File: src/sv/slfp_pkg.sv
// Shared types and constants of the sorted list with free pool.
`timescale 1ns / 1ps

package slfp_pkg;

    localparam int DEPTH_DEF = 16;
    localparam int VALUE_W   = 16;
    localparam int STATUS_W  = 2;
    localparam int COUNT_W   = 4;

    localparam logic OP_INSERT = 1'b0;
    localparam logic OP_REMOVE = 1'b1;

    localparam logic [STATUS_W-1:0] ST_DONE = 2'd0;
    localparam logic [STATUS_W-1:0] ST_FULL = 2'd1;
    localparam logic [STATUS_W-1:0] ST_MISS = 2'd2;

    // Write enables of the slot store; both share one write address.
    typedef struct packed {
        logic val_we;
        logic link_we;
    } t_slot_wr;

endpackage

File: src/sv/slfp_slots.sv
// Slot store: value and link memories with one write and one registered read port.
`timescale 1ns / 1ps

module slfp_slots #(
    parameter int DEPTH = slfp_pkg::DEPTH_DEF
) (
    input  logic                                i_clk,
    input  logic                                i_rst_n,
    input  slfp_pkg::t_slot_wr                  i_wr,
    input  logic [$clog2(DEPTH)-1:0]            i_wr_addr,
    input  logic signed [slfp_pkg::VALUE_W-1:0] i_wr_value,
    input  logic [$clog2(DEPTH)-1:0]            i_wr_link,
    input  logic [$clog2(DEPTH)-1:0]            i_rd_addr,
    output logic signed [slfp_pkg::VALUE_W-1:0] o_rd_value,
    output logic [$clog2(DEPTH)-1:0]            o_rd_link
);

    localparam int AW = $clog2(DEPTH);

    logic signed [slfp_pkg::VALUE_W-1:0] r_val_mem [DEPTH];
    logic [AW-1:0]                       r_link_mem [DEPTH];
    logic [DEPTH-1:0]                    r_link_vld;
    logic [DEPTH-1:0]                    n_link_vld;

    logic signed [slfp_pkg::VALUE_W-1:0] r_rd_value;
    logic [AW-1:0]                       r_rd_link;
    logic                                r_rd_vld;
    logic [AW-1:0]                       r_rd_addr;

    always_ff @(posedge i_clk) begin
        if (i_wr.val_we) begin
            r_val_mem[i_wr_addr] <= i_wr_value;
        end
        if (i_wr.link_we) begin
            r_link_mem[i_wr_addr] <= i_wr_link;
        end
        r_rd_value <= r_val_mem[i_rd_addr];
        r_rd_link  <= r_link_mem[i_rd_addr];
        r_rd_addr  <= i_rd_addr;
    end

    always_comb begin
        n_link_vld = r_link_vld;
        if (i_wr.link_we) begin
            n_link_vld[i_wr_addr] = 1'b1;
        end
    end

    // A link never written since reset still belongs to the initial free chain.
    always_ff @(posedge i_clk) begin
        if (!i_rst_n) begin
            r_link_vld <= '0;
            r_rd_vld   <= 1'b0;
        end else begin
            r_link_vld <= n_link_vld;
            r_rd_vld   <= r_link_vld[i_rd_addr];
        end
    end

    assign o_rd_value = r_rd_value;
    assign o_rd_link  = r_rd_vld ? r_rd_link
                      : ((r_rd_addr == AW'(DEPTH - 1)) ? '0 : r_rd_addr + AW'(1));

endmodule

File: src/sv/sorted_list_with_free_pool.sv
// Top level: sequencer of the sorted list held in a pool of linked slots.
`timescale 1ns / 1ps

// Keeps an ascending list of signed 16-bit values in DEPTH linked slots, slot 0
// being the null link, so at most DEPTH-1 values are held. An insert takes the
// first free slot and links it at the head, at the tail, or ahead of the first
// held value that is not smaller; a remove frees the head only when it holds
// the given value. Each request gives one result with a status, the count and
// the head value. The block takes one request at a time. An insert that goes
// at the head or into an empty list is settled against the head value, one
// beyond the tail against the tail value, and any other insert walks the list
// from the head, reading one slot a cycle from the single read port of the
// slot store, until a held value that is not smaller or the tail is reached.
// Reset gives an empty list at once, with no clearing pass.
module sorted_list_with_free_pool #(
    parameter int DEPTH = slfp_pkg::DEPTH_DEF
) (
    input  logic                                 i_clk,
    input  logic                                 i_rst_n,
    input  logic                                 i_valid,
    output logic                                 o_ready,
    input  logic                                 i_op,
    input  logic signed [slfp_pkg::VALUE_W-1:0]  i_value,
    output logic                                 o_valid,
    input  logic                                 i_ready,
    output logic [slfp_pkg::STATUS_W-1:0]        o_status,
    output logic [slfp_pkg::COUNT_W-1:0]         o_count,
    output logic signed [slfp_pkg::VALUE_W-1:0]  o_head_value
);

    localparam int AW = $clog2(DEPTH);

    localparam logic [3:0] S_IDLE  = 4'd0;
    localparam logic [3:0] S_INS   = 4'd1;
    localparam logic [3:0] S_TAIL  = 4'd2;
    localparam logic [3:0] S_FIRST = 4'd3;
    localparam logic [3:0] S_WALK  = 4'd4;
    localparam logic [3:0] S_LINK  = 4'd5;
    localparam logic [3:0] S_REM   = 4'd6;
    localparam logic [3:0] S_HVAL  = 4'd7;
    localparam logic [3:0] S_DONE  = 4'd8;

    logic [3:0]                          r_state, n_state;
    logic signed [slfp_pkg::VALUE_W-1:0] r_value, n_value;
    logic [AW-1:0]                       r_head, n_head;
    logic [AW-1:0]                       r_tail, n_tail;
    logic [AW-1:0]                       r_free, n_free;
    logic [AW-1:0]                       r_count, n_count;
    logic signed [slfp_pkg::VALUE_W-1:0] r_head_val, n_head_val;
    logic signed [slfp_pkg::VALUE_W-1:0] r_tail_val, n_tail_val;
    logic [AW-1:0]                       r_new, n_new;
    logic [AW-1:0]                       r_prev, n_prev;
    logic [AW-1:0]                       r_cur, n_cur;
    logic [slfp_pkg::STATUS_W-1:0]       r_status, n_status;

    logic                                r_out_valid, n_out_valid;
    logic [slfp_pkg::STATUS_W-1:0]       r_out_status, n_out_status;
    logic [slfp_pkg::COUNT_W-1:0]        r_out_count, n_out_count;
    logic signed [slfp_pkg::VALUE_W-1:0] r_out_head, n_out_head;

    slfp_pkg::t_slot_wr                  wr;
    logic [AW-1:0]                       wr_addr;
    logic [AW-1:0]                       wr_link;
    logic [AW-1:0]                       rd_addr;
    logic signed [slfp_pkg::VALUE_W-1:0] rd_value;
    logic [AW-1:0]                       rd_link;

    // The one comparator, shared by the head, tail and walk steps.
    logic signed [slfp_pkg::VALUE_W-1:0] cmp_b;
    logic                                gt;

    assign gt = r_value > cmp_b;

    slfp_slots #(
        .DEPTH (DEPTH)
    ) u_slots (
        .i_clk      (i_clk),
        .i_rst_n    (i_rst_n),
        .i_wr       (wr),
        .i_wr_addr  (wr_addr),
        .i_wr_value (r_value),
        .i_wr_link  (wr_link),
        .i_rd_addr  (rd_addr),
        .o_rd_value (rd_value),
        .o_rd_link  (rd_link)
    );

    always_comb begin
        n_state      = r_state;
        n_value      = r_value;
        n_head       = r_head;
        n_tail       = r_tail;
        n_free       = r_free;
        n_count      = r_count;
        n_head_val   = r_head_val;
        n_tail_val   = r_tail_val;
        n_new        = r_new;
        n_prev       = r_prev;
        n_cur        = r_cur;
        n_status     = r_status;
        n_out_valid  = r_out_valid;
        n_out_status = r_out_status;
        n_out_count  = r_out_count;
        n_out_head   = r_out_head;
        wr           = '0;
        wr_addr      = r_new;
        wr_link      = '0;
        rd_addr      = r_free;
        cmp_b        = r_head_val;

        if (r_out_valid && i_ready) begin
            n_out_valid = 1'b0;
        end

        case (r_state)
            S_IDLE: begin
                if (i_valid) begin
                    n_value = i_value;
                    if (i_op == slfp_pkg::OP_REMOVE) begin
                        rd_addr = r_head;
                        n_state = S_REM;
                    end else begin
                        n_state = S_INS;
                    end
                end
            end
            S_INS: begin
                cmp_b = r_head_val;
                if (r_free == '0) begin
                    n_status = slfp_pkg::ST_FULL;
                    n_state  = S_DONE;
                end else begin
                    // The free slot is taken here whatever place it ends up in.
                    n_new      = r_free;
                    n_free     = rd_link;
                    n_count    = r_count + AW'(1);
                    n_status   = slfp_pkg::ST_DONE;
                    wr.val_we  = 1'b1;
                    wr_addr    = r_free;
                    if (r_head == '0) begin
                        wr.link_we = 1'b1;
                        wr_link    = '0;
                        n_head     = r_free;
                        n_tail     = r_free;
                        n_head_val = r_value;
                        n_tail_val = r_value;
                        n_state    = S_DONE;
                    end else if (!gt) begin
                        wr.link_we = 1'b1;
                        wr_link    = r_head;
                        n_head     = r_free;
                        n_head_val = r_value;
                        n_state    = S_DONE;
                    end else begin
                        n_state = S_TAIL;
                    end
                end
            end
            S_TAIL: begin
                cmp_b = r_tail_val;
                if (gt) begin
                    wr.link_we = 1'b1;
                    wr_addr    = r_new;
                    wr_link    = '0;
                    n_prev     = r_tail;
                    n_tail     = r_new;
                    n_tail_val = r_value;
                    n_state    = S_LINK;
                end else begin
                    n_prev  = r_head;
                    rd_addr = r_head;
                    n_state = S_FIRST;
                end
            end
            S_FIRST: begin
                n_cur   = rd_link;
                rd_addr = rd_link;
                n_state = S_WALK;
            end
            S_WALK: begin
                cmp_b = rd_value;
                if (r_cur != '0 && gt) begin
                    n_prev  = r_cur;
                    n_cur   = rd_link;
                    rd_addr = rd_link;
                end else begin
                    wr.link_we = 1'b1;
                    wr_addr    = r_new;
                    wr_link    = r_cur;
                    if (r_cur == '0) begin
                        n_tail     = r_new;
                        n_tail_val = r_value;
                    end
                    n_state = S_LINK;
                end
            end
            S_LINK: begin
                wr.link_we = 1'b1;
                wr_addr    = r_prev;
                wr_link    = r_new;
                n_state    = S_DONE;
            end
            S_REM: begin
                if (r_head == '0 || r_head_val != r_value) begin
                    n_status = slfp_pkg::ST_MISS;
                    n_state  = S_DONE;
                end else begin
                    // The old head goes back on the front of the free chain.
                    wr.link_we = 1'b1;
                    wr_addr    = r_head;
                    wr_link    = r_free;
                    n_free     = r_head;
                    n_count    = r_count - AW'(1);
                    n_head     = rd_link;
                    n_status   = slfp_pkg::ST_DONE;
                    if (rd_link == '0) begin
                        n_tail     = '0;
                        n_head_val = '0;
                        n_state    = S_DONE;
                    end else begin
                        rd_addr = rd_link;
                        n_state = S_HVAL;
                    end
                end
            end
            S_HVAL: begin
                n_head_val = rd_value;
                n_state    = S_DONE;
            end
            S_DONE: begin
                if (!r_out_valid || i_ready) begin
                    n_out_valid  = 1'b1;
                    n_out_status = r_status;
                    n_out_count  = slfp_pkg::COUNT_W'(r_count);
                    n_out_head   = r_head_val;
                    n_state      = S_IDLE;
                end
            end
            default: begin
                n_state = S_IDLE;
            end
        endcase
    end

    always_ff @(posedge i_clk) begin
        if (!i_rst_n) begin
            r_state     <= S_IDLE;
            r_head      <= '0;
            r_tail      <= '0;
            r_free      <= AW'(1);
            r_count     <= '0;
            r_head_val  <= '0;
            r_out_valid <= 1'b0;
        end else begin
            r_state     <= n_state;
            r_head      <= n_head;
            r_tail      <= n_tail;
            r_free      <= n_free;
            r_count     <= n_count;
            r_head_val  <= n_head_val;
            r_out_valid <= n_out_valid;
        end
    end

    always_ff @(posedge i_clk) begin
        r_value      <= n_value;
        r_tail_val   <= n_tail_val;
        r_new        <= n_new;
        r_prev       <= n_prev;
        r_cur        <= n_cur;
        r_status     <= n_status;
        r_out_status <= n_out_status;
        r_out_count  <= n_out_count;
        r_out_head   <= n_out_head;
    end

    assign o_ready      = (r_state == S_IDLE);
    assign o_valid      = r_out_valid;
    assign o_status     = r_out_status;
    assign o_count      = r_out_count;
    assign o_head_value = r_out_head;

`ifndef SYNTH
    // Between requests the free chain is empty exactly when every slot is held.
    a_free_full : assert property (@(posedge i_clk) disable iff (!i_rst_n)
        (r_state == S_IDLE) |-> ((r_free == '0) == (r_count == AW'(DEPTH - 1))))
        else $error("free chain and held count disagree");

    // Between requests the list is empty exactly when the count is zero.
    a_head_count : assert property (@(posedge i_clk) disable iff (!i_rst_n)
        (r_state == S_IDLE) |-> ((r_head == '0) == (r_count == '0)))
        else $error("head slot and held count disagree");

    // An empty list must report a head value of zero and hold no tail slot.
    a_empty_head : assert property (@(posedge i_clk) disable iff (!i_rst_n)
        (r_state == S_IDLE && r_head == '0) |-> (r_head_val == '0 && r_tail == '0))
        else $error("empty list keeps a stale head or tail");
`endif

endmodule
File: config.mk
export PLATFORM = sky130hd
export DESIGN_NAME = sorted_list_with_free_pool
export DESIGN_NICKNAME = d
export VERILOG_FILES = /design/src/sv/slfp_pkg.sv /design/src/sv/slfp_slots.sv /design/src/sv/sorted_list_with_free_pool.sv
export SDC_FILE = /design/constraint.sdc
export NUM_CORES = 1
export LEC_CHECK = 0
export BUFFER_PORTS_ARGS = -buffer_cell sky130_fd_sc_hd__buf_2
export CAP_MARGIN = 10
export CORE_UTILIZATION = 45
export CTS_BUF_LIST = sky130_fd_sc_hd__clkbuf_16
export DETAILED_ROUTE_END_ITERATION = 10
export PLACE_DENSITY = 0.67
export SLEW_MARGIN = 20
export SYNTH_ARGS = -nofsm -noshare
export SYNTH_HDL_FRONTEND = slang
export SYNTH_SLANG_ARGS = --single-unit
File: constraint.sdc
create_clock -name i_clk -period 5.5 [get_ports i_clk]
set_input_delay 0.825 -clock i_clk [delete_from_list [all_inputs] [get_ports i_clk]]
set_output_delay 0.825 -clock i_clk [all_outputs]
set_load 0.05 [all_outputs]
==> impl_metrics.yaml, run 1 <==
synthesis:
  synth_cell_types: 68
  synth_edf_count: 388
  syn_avg_cell_area_sq_um: 13.4
  synthAdderAreaFrac: 0.0133
  syn_inst: 1451
  synth.area.mux_share: 0.0364
  netlist_area_sq_um: 19400
  ys.flop_type: "edfxtp_1"
  synthSimpleGateAreaFrac: 0.103
  synth_compound_area_frac: 0.130
  synth_top_family_by_area: "compound AO/OA/AOI/OAI gates"
  yosys_warnings: 0
  ys_seq_area_frac: 0.681
  synth_xor_area_frac: 0.00903
  ys_ff_latch: 466
  async_reset_ff_frac: 0
place:
  pre_cts_slack_ps: 283
  place_hpwl_microns: 28300
  port_buffers: 44
  place_area_sq_um: 20500
  place_congestion: 0.932
global_routing:
  grt_max_degree: 97
  grt_overflow_total: 0
  grt_pass1_vias: 11655
  grt_pass1_wl_microns: 70000
  antenna_found_initial: 0
  grt_usage: 0.209
critical_path:
  r2r_slack_ps: 350
  cp.arrival_ps: 5700
  cp_cell_sequence: "nor2_1 > and3_2 > buf_4 > a22o_1 > a21oi_1 > ha_1 > and3_1 > a221oi_2 > nor3_1 > nor3_1 > a221oi_1 > or4b_4 > a221o_4 > buf_12 > and3_1 > o32ai_1 > a221o_1"
  rr_startpoint: "r_state[3]"
  crit_family: "simple AND/OR/NAND/NOR gates"
  worstPathRequired_ps: 6040
  crit_buf_inv: 2
  endpoint_kind: "register"
  slowest_delay_ps: 580
  reg2reg_to: "u_slots.o_rd_value[1]"
  critPathKind: "reg2reg"
  cp_slowest_cell: "or4b_4"
  cp-start-kind: "register"
  reg2reg_depth: 17
  worstPathMaxFanout: 20
finish:
  nets: 1566
  syn2layout_area_growth_pct: 13.6
  final_util: 0.522
  antenna_cells: 0
  layout-drive-gt1-share: 0.135
  final_area_sq_um: 22000
  layout_commonest_cell: "edfxtp_1"
  nFillCells: 3514
  final_cell_mix: "388 x edfxtp_1, 199 x nand2_1, 82 x and2_1"
clocking:
  cts_root_buf: "clkbuf_16"
  clk_latency_ps: 600
  cts_hold_buf: 0
  cts.repair.resized: 0
  h-tree-depth: 2
  clk_path_buf_depth: 3
  clk_pin_slew_ps: 60
  cts_setup_buffers: 0
  cts_tree: "built"
  cts_made_buffers: 48
  clock-sinks: 466
timing:
  max_freq_mhz: 194
  rsz0062_at_grt: "no"
  worst_pin_slew_ps: 1030
  period_minus_slack_ps: 5150
  fin_crit_sh: 0.937
  hold_viol_final: 0
  skew_ps: 23.9
  slew_violations: 0
  setup_violations: 0
  worst_slack_ps: 348
  relSlewSlack: 0.307
  setup_tns_ps: 0
floorplan:
  die_x_microns: 210
  io_pins: 45
  die_area_sq_um: 44000
  die_h_microns: 210
  num_rows: 75
  start_util: 0.460
  core_area_sq_um: 42200
route:
  drtIter0Drc: 1191
  wl_per_cell_microns: 21.6
  ant_nets: 0
  wl_met3_microns: 3450
  maxUsedRoutingLayer: "met4"
  totalWireLength_microns: 45500
  num_vias: 12171
  firstDrtPassIters: 5
  viasPerCell: 5.78
  route.met2.wl_microns: 19800
  drc: 0
  wl_met1_microns: 21000
flow_run:
  max_cap_violations: 0
power_and_ir_drop:
  total_power_mw: 13.9
  p_per_area_nw_per_um2: 631
  ir_drop_uv: 370
  power_leakage_nw: 7.69
worst_hold_path:
  whs_path_depth: 1
  whs_endpoint: "r_value[2]"
  hold_class: "in2reg"
  worstHoldStart: "i_value[2]"
status:
  outcome: "finished clean"
[layout make-up]
cell class | count | area (sq um) | share of cell area
sequential | 466 | 13200 | 0.599
clock inverter | 42 | 375 | 0.0170
timing repair buffer | 97 | 718 | 0.0326
inverter | 23 | 91.3 | 0.00414
multi-input combinational | 889 | 5770 | 0.262
clock buffer | 48 | 1200 | 0.0545
tap | 539 | 674 | 0.0306
[worst register-to-register path: cells and delay by family, from the launching register on]
kind,cells,cell delay (ps)
and+or+nand+nor,7,2000
AOI/OAI and AO/OA,7,1940
buffers and inverters,2,500
DFF,1,360
adders and majority gates,1,290
[cell families (layout without fill, tap and decap cells)]
family	after synthesis	in the layout
DFF	466	466
and+or+nand+nor	425	425
AOI/OAI and AO/OA	339	340
buffers and inverters	112	210
muxes	68	68
adders and majority gates	20	20
xor gates and xnor gates	20	20
other	1	16
[cell usage after synthesis, drive strengths merged, types with 5 or more instances]
master | number | area (sq um)
edfxtp | 388 | 11700
nand2 | 199 | 747
and2 | 82 | 513
dfxtp | 78 | 1560
a211oi | 62 | 500
nor2 | 62 | 233
clkbuf | 53 | 200
mux2i | 48 | 480
a31oi | 43 | 269
a21oi | 40 | 208
buf | 36 | 233
o21ai | 36 | 180
a221o | 27 | 270
and3 | 27 | 169
inv | 23 | 88.8
a22oi | 21 | 158
a22o | 20 | 175
mux2 | 20 | 225
o32ai | 20 | 175
ha | 19 | 238
o21a | 17 | 128
xor2 | 16 | 140
nand3 | 12 | 60.1
nor2b | 11 | 68.8
a21boi | 10 | 75.1
nor4 | 7 | 43.8
a221oi | 6 | 58.8
nand4 | 6 | 43.8
nor3 | 5 | 25.0
o211ai | 5 | 37.5
[registers in the layout, summed over array words and instances, names as in the netlist, 16 cells and up]
name,count
u_slots.r_val_mem,256
u_slots.r_link_mem,64
o_head_value,16
r_head_val,16
r_tail_val,16
r_value,16
u_slots.o_rd_value,16
u_slots.r_link_vld,16
[report_power, final]
group          internal, mW  switching [mW]
registers              4.65           0.440
logic                  2.12            3.45
clock network          1.88            1.38
[per-layer routing]
layer,track usage,up-vias
met1,0.311,5968
li1,-,5647
met5,0,-
met2,0.310,479
met4,0.0702,0
met3,0.0334,77
[how the worst max path moves through the flow]
stage,cells past startpoint,to,startpoint,slack [ps]
floorplan,16,r_tail_val[0],r_state[2],590
global placement,17,u_slots.o_rd_value[1],r_state[3],340
global route,17,u_slots.o_rd_value[10],r_state[3],40
finish,17,u_slots.o_rd_value[1],r_state[3],350
detailed placement,17,u_slots.o_rd_value[1],r_state[3],280
CTS,17,u_slots.o_rd_value[10],r_state[3],240
[through the flow]
step	hold WS [ps]	instances
2_1_floorplan	400	1466
6_report	397	2104
3_5_place_dp	412	2013
4_1_cts	367	2103
5_1_grt	377	2104
3_3_place_gp	405	2013
Note: power is estimated with default switching activity, not from simulation.
==> inputs of run 2 (changes only) <==
- RECOVER_POWER: unset -> 100
==> impl_metrics.yaml, run 2 (synthesis gave the netlist of run 1 again) <==
status:
  outcome: "finished with violations"
  violations: "max-capacitance violations, max-slew violations"
critical_path:
  cp.arrival_ps: 5770
  worstPathMaxFanout: 20
  critPathKind: "reg2reg"
  reg2reg_depth: 17
  rr_startpoint: "r_state[3]"
  endpoint_kind: "register"
  cp-start-kind: "register"
  reg2reg_to: "u_slots.o_rd_value[1]"
  r2r_slack_ps: 280
  worstPathRequired_ps: 6050
finish:
  nets: 1566
  layout_commonest_cell: "edfxtp_1"
  largest_reg_flops: 256
  syn2layout_area_growth_pct: 12.7
  antenna_cells: 0
  nFillCells: 3562
  largest-register: "u_slots.r_val_mem"
  largest_registers: "u_slots.r_val_mem (256), u_slots.r_link_mem (64)"
  final_cell_mix: "388 x edfxtp_1, 199 x nand2_1, 78 x dfxtp_1"
  layout-drive-gt1-share: 0.103
route:
  totalWireLength_microns: 45600
  drc: 0
  firstDrtPassIters: 5
  ant_nets: 0
  wl_per_cell_microns: 21.7
  drtIter0Drc: 1226
  viasPerCell: 5.78
  num_vias: 12151
clocking:
  clk_latency_ps: 600
  clock-sinks: 466
  cts_hold_buf: 0
  cts_root_buf: "clkbuf_16"
  h-tree-depth: 2
  clk_path_buf_depth: 3
  cts_made_buffers: 48
  clk_pin_slew_ps: 60
  cts_tree: "built"
timing:
  fin_crit_sh: 0.949
  relSlewSlack: -0.450
  setup_tns_ps: 0
  hold_viol_final: 0
  max_freq_mhz: 191
  period_minus_slack_ps: 5220
  setup_violations: 0
  hold_slack_ps: 400
  slew_violations: 77
  worst_pin_slew_ps: 2170
  rsz0062_at_grt: "no"
  skew_ps: 26.3
flow_run:
  max_cap_violations: 2
power_and_ir_drop:
  p_per_area_nw_per_um2: 632
  ir_drop_uv: 370
  power_leakage_nw: 7.50
  total_power_mw: 13.8
place:
  place_congestion: 0.932
  place_hpwl_microns: 28300
  port_buffers: 44
floorplan:
  die_h_microns: 210
  die_x_microns: 210
  die_area_sq_um: 44000
  io_pins: 45
  num_rows: 75
  core_area_sq_um: 42200
  start_util: 0.460
global_routing:
  grt_overflow_total: 0
  grt_pass1_wl_microns: 70000
  antenna_found_initial: 0
  grt_max_degree: 97
  grt_usage: 0.209
  grt_pass1_vias: 11655
worst_hold_path:
  worstHoldStart: "i_value[2]"
  whs_endpoint: "r_value[2]"
  whs_path_depth: 1
  hold_class: "in2reg"
-- run 2: report_power, final --
group          internal (mW)  switching [mW]  leakage [nW]
logic                   2.02            3.45          2.50
clock network           1.88            1.37         0.833
registers               4.66           0.442          4.18
total                   8.56            5.26          7.50
-- run 2: critical path: stages, from the launching register on --
cell and delay, ps:
dfxtp_1 360, nor2_1 270, and3_2 350, buf_4 250, a22o_1 160, a21oi_1 40, ha_1 290, and3_1 210
a221oi_2 270, nor3_1 100, nor3_1 350, a221oi_1 200, or4b_4 580, a221o_4 540, buf_4 280, and3_1 160
o32ai_1 530, a221o_1 200
-- run 2: per-layer routing --
layer / GRT usage / vias up / wire length [microns]
li1: - / 5653 / -
met1: 0.311 / 5915 / 20900
met2: 0.310 / 517 / 19900
met3: 0.0334 / 66 / 3760
met4: 0.0702 / 0 / 1020
met5: 0 / - / 0
-- run 2: worst max path at each step --
stage | endpoint | slack, ps | cells after the start | startpoint
detailed placement | u_slots.o_rd_value[1] | 280 | 17 | r_state[3]
CTS | u_slots.o_rd_value[10] | 240 | 17 | r_state[3]
global route | u_slots.o_rd_value[9] | 20 | 19 | r_state[3]
global placement | u_slots.o_rd_value[1] | 340 | 17 | r_state[3]
finish | u_slots.o_rd_value[1] | 280 | 17 | r_state[3]
floorplan | r_tail_val[0] | 590 | 16 | r_state[2]
-- run 2: cell type report --
type,instances,area (sq um),share of cell area
multi-input combinational,889,5760,0.263
sequential,466,13200,0.604
clock inverter,42,375,0.0172
inverter,23,91.3,0.00418
clock buffer,48,1200,0.0549
timing repair buffer,97,557,0.0255
tap,539,674,0.0308
-- run 2: what timing repair did --
| item | CTS | global route |
|---|---|---|
| buffers inserted | 0 | 0 |
| gates resized for setup | 0 | 2 |
| setup endpoints to repair | 0 | 13 |
-- run 2: per-stage QoR --
stage	instances	util	area, sq um	worst slack [ps]
2_1_floorplan	1466	-	19500	593
3_3_place_gp	2013	0.484	20500	341
3_5_place_dp	2013	0.484	20500	283
4_1_cts	2103	0.522	22000	237
5_1_grt	2104	0.518	21900	24.3
6_report	2104	0.518	21900	278
